[config.mk]
export PLATFORM = sky130hd
export DESIGN_NAME = ffv_div
export DESIGN_NICKNAME = d
export VERILOG_FILES = /design/src/hw/rtl/ffv_pkg.sv /design/src/hw/rtl/ffv_div.sv
export SDC_FILE = /design/constraint.sdc
export NUM_CORES = 2
export LEC_CHECK = 0
export BUFFER_PORTS_ARGS = -buffer_cell sky130_fd_sc_hd__buf_2
export CAP_MARGIN = 10
export CELL_PAD_IN_SITES_DETAIL_PLACEMENT = 1
export CELL_PAD_IN_SITES_GLOBAL_PLACEMENT = 1
export CORE_MARGIN = 3
export CORE_UTILIZATION = 45
export DETAILED_ROUTE_END_ITERATION = 10
export GPL_TIMING_DRIVEN = 0
export PLACE_DENSITY_LB_ADDON = 0.1
export SLEW_MARGIN = 20
export SYNTH_ARGS = -nofsm -noshare
export SYNTH_HDL_FRONTEND = slang
export SYNTH_MEMORY_MAX_BITS = 65536
export SYNTH_SLANG_ARGS = --single-unit
[constraint.sdc]
create_clock -name clk_i -period 9.6 [get_ports clk_i]
set_input_delay 1.92 -clock clk_i [delete_from_list [all_inputs] [get_ports clk_i]]
set_output_delay 1.92 -clock clk_i [all_outputs]
set_load 0.01 [all_outputs]
[src/hw/rtl/ffv_pkg.sv]
// ----------------------------------------------------------------------------
// ffv_pkg: shared constants and types for the floc viscosity block
// Register indexes, reset values and the 2^(2^-i) root table used by exp2.
// ----------------------------------------------------------------------------
package ffv_pkg;

  localparam int FRAC_BITS_DEF = 16;

  // long divider: one setup stage plus one stage per quotient bit
  localparam int DIV_LAT = 33;

  localparam logic [16:0] MARGIN_FRAC = 17'd655;    // 0.01 in Q0.16
  localparam logic [16:0] FLOOR_FRAC  = 17'd19661;  // 0.3 in Q0.16

  localparam logic [31:0] QMAX = 32'hFFFF_FFFF;

  localparam logic [31:0] RST_FLUID_VISC  = 32'd65536;
  localparam logic [15:0] RST_MAX_FRAC    = 16'd39322;
  localparam logic [31:0] RST_STRAIN_EXP  = 32'd65536;
  localparam logic [31:0] RST_YIELD       = 32'd65536;
  localparam logic [31:0] RST_FRACTAL_EXP = 32'd131072;
  localparam logic [31:0] RST_CAP         = 32'hFFFF_FFFF;
  localparam logic [31:0] RST_BETA        = 32'd65536;

  typedef enum logic [2:0] {
    CFG_FLUID_VISC  = 3'd0,
    CFG_MAX_FRAC    = 3'd1,
    CFG_STRAIN_EXP  = 3'd2,
    CFG_YIELD       = 3'd3,
    CFG_FRACTAL_EXP = 3'd4,
    CFG_CAP         = 3'd5,
    CFG_BETA        = 3'd6
  } cfg_idx_e;

  // integer square root, elaboration use only
  function automatic logic [63:0] isqrt64(input logic [63:0] v);
    logic [63:0] rem;
    logic [63:0] res;
    logic [63:0] bm;
    rem = v;
    res = '0;
    bm  = 64'h4000_0000_0000_0000;
    for (int k = 0; k < 32; k++) begin
      if (bm > rem) bm = bm >> 2;
    end
    for (int k = 0; k < 32; k++) begin
      if (bm != 0) begin
        if (rem >= res + bm) begin
          rem = rem - (res + bm);
          res = (res >> 1) + bm;
        end else begin
          res = res >> 1;
        end
        bm = bm >> 2;
      end
    end
    return res;
  endfunction

  // 2^(2^-i) in Q1.31, i from 1
  function automatic logic [31:0] root_const(input int i);
    logic [63:0] c;
    c = isqrt64(64'h8000_0000_0000_0000);
    for (int j = 2; j <= 24; j++) begin
      if (j <= i) c = isqrt64(c << 31);
    end
    return c[31:0];
  endfunction

endpackage

[src/hw/rtl/ffv_div.sv]
// ----------------------------------------------------------------------------
// ffv_div: pipelined fixed-point divider
// q = (a << FRAC_BITS) / b, saturated; one quotient bit per stage.
// ----------------------------------------------------------------------------
module ffv_div #(
  parameter int FRAC_BITS = ffv_pkg::FRAC_BITS_DEF
) (
  input  logic        clk_i,
  input  logic        en_i,
  input  logic [31:0] a_i,
  input  logic [31:0] b_i,
  output logic [31:0] q_o
);

  localparam int NIT = ffv_pkg::DIV_LAT - 1;

  logic [31:0] rem_q  [NIT+1];
  logic [31:0] low_q  [NIT+1];
  logic [31:0] quo_q  [NIT+1];
  logic [31:0] dvs_q  [NIT+1];
  logic        sat_q  [NIT+1];
  logic        zero_q [NIT+1];

  logic [31:0] top_part;
  assign top_part = a_i >> (32 - FRAC_BITS);

  // setup: the high dividend part gives the overflow test and the first remainder
  always_ff @(posedge clk_i) begin
    if (en_i) begin
      rem_q[0]  <= top_part;
      low_q[0]  <= a_i << FRAC_BITS;
      quo_q[0]  <= '0;
      dvs_q[0]  <= b_i;
      sat_q[0]  <= (b_i == '0) ? (a_i != '0) : (top_part >= b_i);
      zero_q[0] <= (b_i == '0) && (a_i == '0);
    end
  end

  for (genvar g = 1; g <= NIT; g++) begin : g_it
    logic [32:0] trial;
    logic        fits;
    assign trial = {rem_q[g-1], low_q[g-1][31]};
    assign fits  = trial >= {1'b0, dvs_q[g-1]};

    always_ff @(posedge clk_i) begin
      if (en_i) begin
        rem_q[g]  <= fits ? 32'(trial - {1'b0, dvs_q[g-1]}) : trial[31:0];
        low_q[g]  <= low_q[g-1] << 1;
        quo_q[g]  <= {quo_q[g-1][30:0], fits};
        dvs_q[g]  <= dvs_q[g-1];
        sat_q[g]  <= sat_q[g-1];
        zero_q[g] <= zero_q[g-1];
      end
    end
  end

  assign q_o = sat_q[NIT] ? ffv_pkg::QMAX : (zero_q[NIT] ? '0 : quo_q[NIT]);

endmodule

==> flow_summary.toml <==
[clock_network]
post_cts_buffers = 0
ctsResizeCount = 0
htree_levels = 5
clk_pin_slew_ns = 0.06
holdBufCountCts = 0
clock_latency_ns = 0.94
cts_buffers = 313
cts.sinks = 2762
cts_tree = "built"
clockRootBuffer = "clkbuf_16"
clockBufferDepth = 4

[timing]
max_freq_ghz = 0.1831
finalMaxSlewViolations = 0
hold_viol_final = 0
rsz0062_at_grt = "false"
period_share = 0.5690
setup_violations = 0
worst-slew-pin-transition_ns = 1.192
setup_tns_ns = 0
layout_setup_ws_ns = 4.137
period_needed_ns = 5.463
max-slew-margin-rel = 0.1952
clock_skew_ns = 0.04502

[setup_path]
worstPathArrival_ns = 6.02
cp-end-kind = "flip-flop"
start_kind = "input pin"
critPathKind = "input pin to flip-flop"
cp_max_fo = 148
worstPathRequired_ns = 10.15

[placed_design]
placed_cell_area_sq_um = 155000
globalplace.congestion = 0.9143
dp_slack_ns = 3.054
place.detailed.hpwl_microns = 326200
io_buffers = 97

[cells_and_area]
fillerInstances = 34000
stdcell_area_sq_um = 165600
drive_above_1_share = 0.08917
area.growth.synth_to_final_pct = 11.61
multi_input_area_sq_um = 59430
regArea_sq_um = 82940
finalNetCount = 14182
fin_util = 0.5055

[route]
drtIter0Drc = 6466
drc_errors = 0
num_vias = 98769
drt_pass1_iterations = 6
wl_per_cell_microns = 23.61
wl_microns = 417100
vias_per_cell = 5.592
drtAntennaViolNets = 0

[power]
leakagePower_nw = 67.04
switchingPower_mw = 22.31
power.share.clock = 0.214
combPwrFrac = 0.448
power_density_nw_per_um2 = 348.9
max-vdd-ir-drop_mv = 0.1731
p_int_mw = 35.49
pwr-share-seq = 0.338
netSwitchingFraction = 0.3859

[floorplan]
core-area_sq_um = 327700
rows = 210
ios = 98
initial_core_util = 0.4530
dieArea_sq_um = 336700
die_x_microns = 580.3
die_height_microns = 580.3

[global_route]
grt_pass1_vias = 103275
grt_max_degree = 153
grt_util_all_layers = 0.2430
antenna_found_initial = 16
grt-ovfl-total = 0
grt_pass1_wl_microns = 634000

[outcome]
status = "finished clean"

[synth]
synth.avg_cell_area_sq_um = 11.75
yosysUniqueCellTypes = 104
synth_edf_count = 2762
synth_fp_nets = 13747
synth-seq-area-share = 0.5588
synth-main-ff-cell = "edfxtp_1"
async_flop_share = 0
yosysWarnings = 0
syn-cell-area_sq_um = 148400
ys_ff_latch = 2762
synth_cells = 12626

[flow_run]
drv_cap = 0

[hold_path]
min_path_type = "flip-flop to flip-flop"
==> Yosys cell counts (56+ instances only) <==
library cell	instances	area, sq um
o21a_1	169	1269
nor4_1	60	375.4
nand4_1	152	950.9
nand2_1	848	3183
xor2_1	318	2785
nand3_1	181	905.9
a211oi_1	77	578.1
inv_1	1323	4966
a21oi_1	964	4825
clkbuf_1	191	716.9
mux2_2	345	3885
mux2_4	56	840.8
a21o_1	541	4061
edfxtp_1	2762	82940
o21bai_1	107	803.3
ha_1	1024	12810
or2_2	56	350.3
and3_1	69	431.7
o21ai_0	747	3739
a31oi_1	102	638.1
nor2_1	668	2507
nand2b_1	150	938.4
nor3_1	192	960.9
o31ai_1	84	630.6
xnor2_1	463	4055
nor2b_1	133	832.1
==> cell type report <==
| cell class | count | share of cell area |
|---|---|---|
| clock buffers | 360 | 0.04835 |
| plain buffers | 258 | 0.006609 |
| clock inverters | 206 | 0.01595 |
| multi-input cells | 8280 | 0.3588 |
| flip-flops and latches | 2762 | 0.5007 |
| well taps | 4346 | 0.03283 |
| diodes | 6 | 0.00009064 |
| inverters | 1326 | 0.03006 |
| repair buffers | 120 | 0.006617 |
==> critical path: stages <==
cell and delay (ns):
buf_12 0.43, buf_16 0.46, buf_16 0.49, buf_16 0.46, buf_16 0.50, buf_16 0.42, buf_16 0.45
==> worst paths after layout <==
kind	from	endpoint	slack [ns]	cells past startpoint
worst min-delay path	quo_q[1][42]	quo_q[1][75]	0.40	0
worst min register to register	quo_q[1][42]	quo_q[1][75]	0.40	0
worst max register to register	dvs_q[0][690]	rem_q[0][725]	4.42	14
worst max-delay path	en_i	quo_q[1][334]	4.14	7
==> through the flow <==
step | std cells | power [mW] | hold WS (ns)
2_1_floorplan | 12626 | 37.15 | 0.4003
3_3_place_gp | 17069 | 45.80 | 0.4003
3_5_place_dp | 17092 | 45.43 | 0.4051
4_1_cts | 17658 | 58.24 | 0.3968
5_1_grt | 17659 | 61.70 | 0.4002
6_report | 17664 | 57.80 | 0.4020
==> cell usage in the layout, fill, tap and decap left out, types with 42 or more instances in the layout <==
cell       count
edfxtp_1    2762
inv_1       1323
ha_1        1024
a21oi_1      963
nand2_1      848
o21ai_0      747
nor2_1       668
a21o_1       541
xnor2_1      463
mux2_2       345
xor2_1       318
clkbuf_16    313
clkbuf_1     238
nor3_1       191
nand3_1      181
o21a_1       169
nand4_1      152
nand2b_1     150
buf_2        140
nor2b_1      133
o21bai_1     107
a31oi_1      102
o31ai_1       84
a211oi_1      77
and3_1        69
nor4_1        60
or2_2         56
mux2_4        56
clkinv_2      53
clkinv_1      46
a21boi_0      45
bufinv_16     44
mux2i_1       42
==> sequential cells by signal (all words and copies together), names as in the netlist <==
name	flops
dvs_q	1024
rem_q	1008
quo_q	528
low_q	136
sat_q	33
zero_q	33
==> per-layer routing <==
layer,vias up,GRT usage,part of all wire
met4,4,0.08301,0.037
met3,595,0.02602,0.035
met5,-,0,0.000036
met1,49092,0.3195,0.44
met2,1716,0.4178,0.48
li1,47362,-,-
==> power by group through the flow <==
stage | Combinational, mW | Clock [mW] | Sequential, mW
floorplan | 18.6 | 0 | 18.5
global placement | 25.1 | 0 | 20.7
detailed placement | 25.7 | 0 | 19.8
CTS | 25.9 | 12.7 | 19.6
global route | 28.7 | 13.2 | 19.8
finish | 25.9 | 12.3 | 19.6
==> logic make-up after synthesis <==
kind of cell / after synthesis / share of synthesized area
AO/OA/AOI/OAI: 3268 / 0.1399
flip-flops: 2762 / 0.5588
AND/OR/NAND/NOR: 2708 / 0.08714
buffers and inverters: 1584 / 0.04093
adder cells (fa/ha/maj): 1055 / 0.09051
XOR/XNOR: 781 / 0.04609
multiplexers: 468 / 0.03657
Note: power is estimated with default switching activity, not from simulation.
