[config.mk]
export PLATFORM = sky130hd
export DESIGN_NAME = ffv_dly
export DESIGN_NICKNAME = d
export VERILOG_FILES = /design/src/hw/rtl/ffv_dly.sv
export SDC_FILE = /design/constraint.sdc
export NUM_CORES = 1
export LEC_CHECK = 0
export BUFFER_PORTS_ARGS = -buffer_cell sky130_fd_sc_hd__buf_2
export CORE_ASPECT_RATIO = 1.25
export CORE_UTILIZATION = 39
export CTS_CLUSTER_DIAMETER = 80
export DETAILED_ROUTE_END_ITERATION = 8
export PLACE_DENSITY = 0.79
export SETUP_SLACK_MARGIN = 0.2
export SYNTH_ARGS = -nofsm -noshare
export SYNTH_HDL_FRONTEND = slang
export SYNTH_SLANG_ARGS = --single-unit
[constraint.sdc]
create_clock -name clk_i -period 0.8 [get_ports clk_i]
set_input_delay 0.16 -clock clk_i [delete_from_list [all_inputs] [get_ports clk_i]]
set_output_delay 0.16 -clock clk_i [all_outputs]
set_load 0.03 [all_outputs]
[src/hw/rtl/ffv_dly.sv]
// ----------------------------------------------------------------------------
// ffv_dly: enabled delay line
// Aligns an operand with a later stage of the pipeline.
// ----------------------------------------------------------------------------
module ffv_dly #(
  parameter int WIDTH = 32,
  parameter int DEPTH = 1
) (
  input  logic             clk_i,
  input  logic             en_i,
  input  logic [WIDTH-1:0] d_i,
  output logic [WIDTH-1:0] q_o
);

  logic [WIDTH-1:0] tap_q [DEPTH];

  always_ff @(posedge clk_i) begin
    if (en_i) begin
      tap_q[0] <= d_i;
      for (int k = 1; k < DEPTH; k++) begin
        tap_q[k] <= tap_q[k-1];
      end
    end
  end

  assign q_o = tap_q[DEPTH-1];

endmodule

==> results.cfg, run 1 <==
[route]
routedWlPerCell_um = 13.3
drc = 0
routed_wl_um = 1830
drtIter0Drc = 8
via_per_inst = 4.42
vias = 610
drtPass1Iterations = 3
drtAntennaViolNets = 0

[clock_tree]
numCtsBuffers = 5
cts_sinks = 32
cts_tree = yes
cts.clk_slew.worst_paths_ns = 0.09
h-tree-depth = 2
postCtsSetupBuffers = 0
clockRootBuffer = clkbuf_4
cts.path.max_buffers = 2

[timing]
timing.final.crit_share_pct = 131
rsz0062_at_grt = true
slew_violations = 0
hold_ws_ns = 0.00469
tns_ns = -7.19
final_hold_viol_count = 0
fmax_mhz = 956
worstMarginPinSlew_ns = 0.131
fin_crit_ns = 1.05
relSlewSlack_pct = 91.3
layout_setup_ws_ns = -0.246
setup_viol = 32

[setup_path]
path_buf_inv = 1
critical_path_required_ns = 0.64
start_kind = flip-flop
path_class = flip-flop to primary output
crit_fanout = 1
cp_top_family = flip-flops
cp-end-kind = primary output
slowest_delay_ns = 0.41
cp.arrival_ns = 0.89
slowest_stage = edfxtp_1
cp_cell_sequence = buf_6

[yosys]
synth.distinct_cells = 1
seq_area_frac_synth_pct = 100
synth_nets = 66
yosys_warnings = 0
syn_inst = 32
synth_area_um2 = 961
ys_ff_latch = 32
avgSynthCellArea_um2 = 30.0

[grt]
grt_use_total_pct = 15.7
grt_pass1_wl_um = 2610
grt_use_met2_pct = 22.8
antenna_found_initial = 0
grt_use_met1_pct = 14.1
grt_max_degree = 22
grt_pass1_vias = 596
use_met3_pct = 13.3
gr-total-overflow = 0
top_usage_layer = met2

[finish]
top_register = tap_q
layout.nets = 140
utilization_pct = 70.9
areaGrowthSynthToFinish_pct = 66.7
layout_commonest_cell = buf_2
drive_gt1_share_pct = 67.3
largest_reg_flops = 32
multi_input_gates = 0
final_cell_mix = buf_2 (33), buf_6 (32), edfxtp_1 (32)
n_antenna_cell = 0
multi_input_area_um2 = 0
final_cells = 138
largestRegisters = tap_q: 32 flops

[floorplanning]
die_h_um = 57.5
ioPinCount = 66
fp.dieArea_mm2 = 0.00267
rows = 19
start_util_pct = 42.5
die_x_um = 46.4
core_area_mm2 = 0.00226

[placed_design]
pre_cts_slack_ns = 0.0319
dp_cells = 130
gp_congestion = 0.674
io_buffers = 65

[power]
ir_drop_v = 0.00130
p_leak_uw = 0.000678
p_per_area_mw_per_mm2 = 2200

[status]
status = complete, but fails checks
violations = setup timing

[job]
cap_violations = 0

[worst_hold_path]
min_path_type = input port to flip-flop
[repair_timing]
item	in CTS	in global routing
cloned	0	0
hold endpoints to repair	21	30
setup endpoints to repair	32	32
gates resized for setup	64	0
pin swaps	0	0
[path summary, 6_finish.rpt]
path,start,endpoint,cells after the start
max,tap_q[0][0]$_DFFE_PP_,q_o[0],1
min,d_i[10],tap_q[0][10]$_DFFE_PP_,1
[per-layer routing]
metal  share of wire, %  vias up
met4                2.5        0
met5                  0        -
met1                 33      266
li1                   -      276
met3                 20        6
met2                 44       62
[power by group]
part	switching, µW	internal (µW)	leakage, µW
Combinational	359	299	0.000338
Clock	475	337	0.0000269
Sequential	62.6	1990	0.000313
Total	896	2630	0.000678
[metrics by stage]
step,total power (µW),area [µm²]
global placement,2560,1350
CTS,3550,1600
floorplan,2340,961
finish,3530,1600
global route,3660,1600
detailed placement,2570,1350
[kinds of logic (layout without fill, tap and decap cells)]
kind of cell	Yosys count	in the layout	synth area share, %
flip-flops	32	32	100
buffers and inverters	0	75	0
[Yosys cell counts, drive strengths merged]
master | instances | area [µm²]
edfxtp | 32 | 961
[cell type report]
type                  instances  area [µm²]
Fill cell                   145         657
Timing Repair Buffer         67         553
Tap cell                     31        38.8
Clock buffer                  7        45.0
Clock inverter                1        3.75
Sequential cell              32         961
Power figures use the tool's default switching activity.
==> run 2: changes to the inputs <==
--- a/config.mk
+++ b/config.mk
@@ -5,12 +5,13 @@
 export SDC_FILE = /design/constraint.sdc
 export NUM_CORES = 1
 export LEC_CHECK = 0
+export ABC_CLOCK_PERIOD_IN_PS = 1400
 export BUFFER_PORTS_ARGS = -buffer_cell sky130_fd_sc_hd__buf_2
 export CORE_ASPECT_RATIO = 1.25
-export CORE_UTILIZATION = 39
+export CORE_UTILIZATION = 42
 export CTS_CLUSTER_DIAMETER = 80
 export DETAILED_ROUTE_END_ITERATION = 8
-export PLACE_DENSITY = 0.79
+export PLACE_DENSITY = 0.84
 export SETUP_SLACK_MARGIN = 0.2
 export SYNTH_ARGS = -nofsm -noshare
 export SYNTH_HDL_FRONTEND = slang
==> constraint.sdc (replaced) <==
create_clock -name clk_i -period 1.4 [get_ports clk_i]
set_input_delay 0.28 -clock clk_i [delete_from_list [all_inputs] [get_ports clk_i]]
set_output_delay 0.28 -clock clk_i [all_outputs]
set_load 0.03 [all_outputs]
==> results.cfg, run 2 (synthesis results as in run 1) <==
[power]
p_leak_uw = 0.000627
p_per_area_mw_per_mm2 = 1320
ir_drop_v = 0.000827

[placed_design]
io_buffers = 65
dp_cells = 130
dp_hpwl_um = 1140
dpl_cell_area_mm2 = 0.00134
gp_congestion = 0.718

[timing]
slew_violations = 0
fin_crit_ns = 1.16
timing.final.crit_share_pct = 83.0
rsz0062_at_grt = true
fmax_mhz = 861
setup_viol = 0
worstMarginPinSlew_ns = 0.217
tns_ns = 0
final_hold_viol_count = 0
relSlewSlack_pct = 85.5

[setup_path]
slowest_stage = edfxtp_1
cp_cell_sequence = buf_4
cp-end-kind = primary output
path_buf_inv = 1
start_kind = flip-flop
cp.arrival_ns = 0.88
critical_path_required_ns = 1.12
cp_top_family = flip-flops
path_class = flip-flop to primary output
slowest_delay_ns = 0.39
crit_fanout = 1

[finish]
design_area_mm2 = 0.00145
layout_commonest_cell = buf_2
largest_reg_flops = 32
areaGrowthSynthToFinish_pct = 51.0
final_cell_mix = buf_2 (52), edfxtp_1 (32), buf_6 (8)
layout.nets = 140
final_cells = 138
multi_input_gates = 0
multi_input_area_um2 = 0
n_antenna_cell = 0
top_register = tap_q
largestRegisters = tap_q: 32 flops
drive_gt1_share_pct = 67.3

[grt]
grt_max_degree = 19
gr-total-overflow = 0
grt_pass1_wl_um = 2100
grt_use_total_pct = 13.2
grt_pass1_vias = 507
antenna_found_initial = 0

[worst_hold_path]
hp-start = d_i[19]
min_delay_worst_endpoint = tap_q[0][19]$_DFFE_PP_
hold-path-cell-count = 1
min_path_type = input port to flip-flop

[clock_tree]
cts_sinks = 32
clockRootBuffer = clkbuf_4
cts_tree = yes
h-tree-depth = 2
cts.path.max_buffers = 2
cts_hold_buf = 0
cts.clk_slew.worst_paths_ns = 0.08
numCtsBuffers = 5
cts_resized = 0
postCtsSetupBuffers = 0

[route]
drc = 0
drtIter0Drc = 21
via_per_inst = 4.16
highest_layer = met4
dr_wl_met3_um = 183
wl_met1_um = 491
drtPass1Iterations = 4
drtAntennaViolNets = 0
routedWlPerCell_um = 10.6
routed_wl_um = 1470
route.met2.wl_um = 758
vias = 574

[status]
status = completed

[floorplanning]
start_util_pct = 43.9
die_h_um = 55.5
rows = 19
ioPinCount = 66
die_x_um = 44.8
core_area_mm2 = 0.00219
fp.dieArea_mm2 = 0.00248

[job]
cap_violations = 0
[run 2: metrics by stage]
stage | power (µW) | setup WS (ns) | utilization, % | hold slack (ns)
after detailed placement | 1460 | 0.470 | 61.3 | 0.458
after CTS | 1920 | 0.201 | 63.5 | 0.108
after floorplan | 1340 | 0.624 | - | 0.379
final | 1920 | 0.239 | 66.4 | 0.131
after global placement | 1460 | 0.487 | 61.3 | 0.457
after global routing | 2010 | 0.192 | 66.4 | 0.0980
[run 2: area by class of cell]
cell class            instances  area (µm²)
clock buffer                  7        45.0
clock inverter                1        3.75
fill                        176         736
sequential                   32         961
tap                          31        38.8
timing repair buffer         67         403
[run 2: metal layers]
| layer | GRT usage (%) | up-vias |
|---|---|---|
| li1 | - | 276 |
| met1 | 11.5 | 250 |
| met2 | 21.2 | 45 |
| met3 | 9.80 | 3 |
| met4 | 6.49 | 0 |
| met5 | 0 | - |
[run 2: where the power goes]
group / total, µW / leakage (µW) / internal (µW) / switching, µW
Combinational: 312 / 0.000287 / 111 / 201
Sequential: 1160 / 0.000313 / 1140 / 19.4
Clock: 452 / 0.0000269 / 192 / 259
[run 2: worst max path at each step]
stage | depth (start not counted) | slack [ns] | endpoint | startpoint
2_1_floorplan | 0 | 0.62 | q_o[0] | tap_q[0][0]$_DFFE_PP_
3_3_place_gp | 2 | 0.49 | tap_q[0][27]$_DFFE_PP_ | en_i
5_1_grt | 1 | 0.19 | q_o[15] | tap_q[0][15]$_DFFE_PP_
6_report | 1 | 0.24 | q_o[4] | tap_q[0][4]$_DFFE_PP_
4_1_cts | 1 | 0.20 | q_o[4] | tap_q[0][4]$_DFFE_PP_
3_5_place_dp | 2 | 0.47 | tap_q[0][30]$_DFFE_PP_ | en_i
==> run 3: changes to the inputs <==
--- a/config.mk
+++ b/config.mk
@@ -5,13 +5,14 @@
 export SDC_FILE = /design/constraint.sdc
 export NUM_CORES = 1
 export LEC_CHECK = 0
-export ABC_CLOCK_PERIOD_IN_PS = 1400
+export ABC_AREA = 1
+export ABC_CLOCK_PERIOD_IN_PS = 1200
 export BUFFER_PORTS_ARGS = -buffer_cell sky130_fd_sc_hd__buf_2
 export CORE_ASPECT_RATIO = 1.25
-export CORE_UTILIZATION = 42
+export CORE_UTILIZATION = 39
 export CTS_CLUSTER_DIAMETER = 80
 export DETAILED_ROUTE_END_ITERATION = 8
-export PLACE_DENSITY = 0.84
+export PLACE_DENSITY = 0.79
 export SETUP_SLACK_MARGIN = 0.2
 export SYNTH_ARGS = -nofsm -noshare
 export SYNTH_HDL_FRONTEND = slang
==> constraint.sdc (replaced) <==
create_clock -name clk_i -period 1.2 [get_ports clk_i]
set_input_delay 0.24 -clock clk_i [delete_from_list [all_inputs] [get_ports clk_i]]
set_output_delay 0.24 -clock clk_i [all_outputs]
set_load 0.03 [all_outputs]
==> results.cfg, run 3 (synthesis results as in run 1) <==
[setup_path]
path_class = flip-flop to primary output
cp_cell_sequence = buf_6
cp_top_family = flip-flops
critical_path_required_ns = 0.96
slowest_stage = edfxtp_1
path_buf_inv = 1
cp-end-kind = primary output
crit_fanout = 1
start_kind = flip-flop
cp.arrival_ns = 0.88
slowest_delay_ns = 0.40

[worst_hold_path]
min_path_type = input port to flip-flop
min_delay_worst_endpoint = tap_q[0][16]$_DFFE_PP_
hp-start = d_i[16]
hold-path-cell-count = 1

[finish]
largest_reg_flops = 32
multi_input_gates = 0
drive_gt1_share_pct = 67.0
final_cell_mix = buf_2 (33), buf_6 (32), edfxtp_1 (32)
areaGrowthSynthToFinish_pct = 65.9
layout.nets = 139
layout_commonest_cell = buf_2
largestRegisters = tap_q: 32 flops
top_register = tap_q
n_antenna_cell = 0
multi_input_area_um2 = 0

[timing]
timing.final.crit_share_pct = 93.2
fmax_mhz = 894
fin_crit_ns = 1.12
tns_ns = 0
worstMarginPinSlew_ns = 0.160
final_hold_viol_count = 0
relSlewSlack_pct = 89.3
setup_viol = 0
slew_violations = 0
rsz0062_at_grt = true

[route]
routedWlPerCell_um = 13.6
via_per_inst = 4.45
drtIter0Drc = 14
routed_wl_um = 1870
drtAntennaViolNets = 0
drc = 0
vias = 609
drtPass1Iterations = 2

[floorplanning]
rows = 19
start_util_pct = 42.5
ioPinCount = 66
die_x_um = 46.4
core_area_mm2 = 0.00226
die_h_um = 57.5
fp.dieArea_mm2 = 0.00267

[grt]
antenna_found_initial = 0
grt_use_total_pct = 15.0
gr-total-overflow = 0
grt_pass1_vias = 589
grt_pass1_wl_um = 2480
grt_max_degree = 33

[power]
ir_drop_v = 0.00103
power.total_uw = 2350
p_per_area_mw_per_mm2 = 1480
p_leak_uw = 0.000673

[clock_tree]
cts_hold_buf = 0
cts_sinks = 32
cts.clk_slew.worst_paths_ns = 0.09
numCtsBuffers = 5
h-tree-depth = 2
clockRootBuffer = clkbuf_4
cts_tree = yes
cts.path.max_buffers = 2

[job]
cap_violations = 0

[placed_design]
gp_congestion = 0.663
io_buffers = 65

[status]
status = completed
[run 3: cell count changes in the layout (fill, tap and decap cells not counted), sizes merged]
cell / previous run / this run
buf: 67 / 66
[run 3: metal layers]
layer  share of wire [%]  GRT usage [%]  vias to the layer above
li1                    -              -                      275
met1                  35           13.1                      263
met2                  43           21.6                       64
met3                  18           9.81                        7
met4                 3.9           14.3                        0
met5                   0              0                        -
[run 3: how the worst max path moves through the flow]
stage / start / end / slack (ns) / cells past startpoint
6_report: tap_q[0][5]$_DFFE_PP_ / q_o[5] / 0.08 / 1
5_1_grt: tap_q[0][7]$_DFFE_PP_ / q_o[7] / 0.03 / 1
4_1_cts: tap_q[0][7]$_DFFE_PP_ / q_o[7] / 0.06 / 1
3_5_place_dp: en_i / tap_q[0][13]$_DFFE_PP_ / 0.35 / 2
3_3_place_gp: en_i / tap_q[0][12]$_DFFE_PP_ / 0.35 / 2
2_1_floorplan: tap_q[0][0]$_DFFE_PP_ / q_o[0] / 0.46 / 0
[run 3: area by class of cell]
class	count	area [µm²]
clock buffer	7	45.0
clock inverter	1	3.75
fill	146	664
sequential	32	961
tap	31	38.8
timing repair buffer	66	546
[run 3: what timing repair did]
action | 4_1_cts | 5_1_grt
setup buffers | 0 | 0
gates resized for setup | 64 | 0
setup endpoints to repair | 32 | 32
[run 3: through the flow]
| step | instance area, µm² | instances | setup slack, ns | hold slack (ns) | util, % |
|---|---|---|---|---|---|
| floorplan | 961 | 32 | 0.464 | 0.339 | - |
| global placement | 1350 | 129 | 0.354 | 0.417 | 59.6 |
| detailed placement | 1350 | 129 | 0.346 | 0.418 | 59.6 |
| CTS | 1590 | 137 | 0.0551 | 0.0691 | 70.6 |
| global route | 1590 | 137 | 0.0343 | 0.0627 | 70.6 |
| finish | 1590 | 137 | 0.0814 | 0.0889 | 70.6 |
[run 3: report_power, final]
part | leakage, µW | internal [µW] | total, µW | switching, µW
combinational | 0.000333 | 197 | 438 | 240
clock | 0.0000269 | 225 | 545 | 320
sequential | 0.000313 | 1330 | 1370 | 40.6
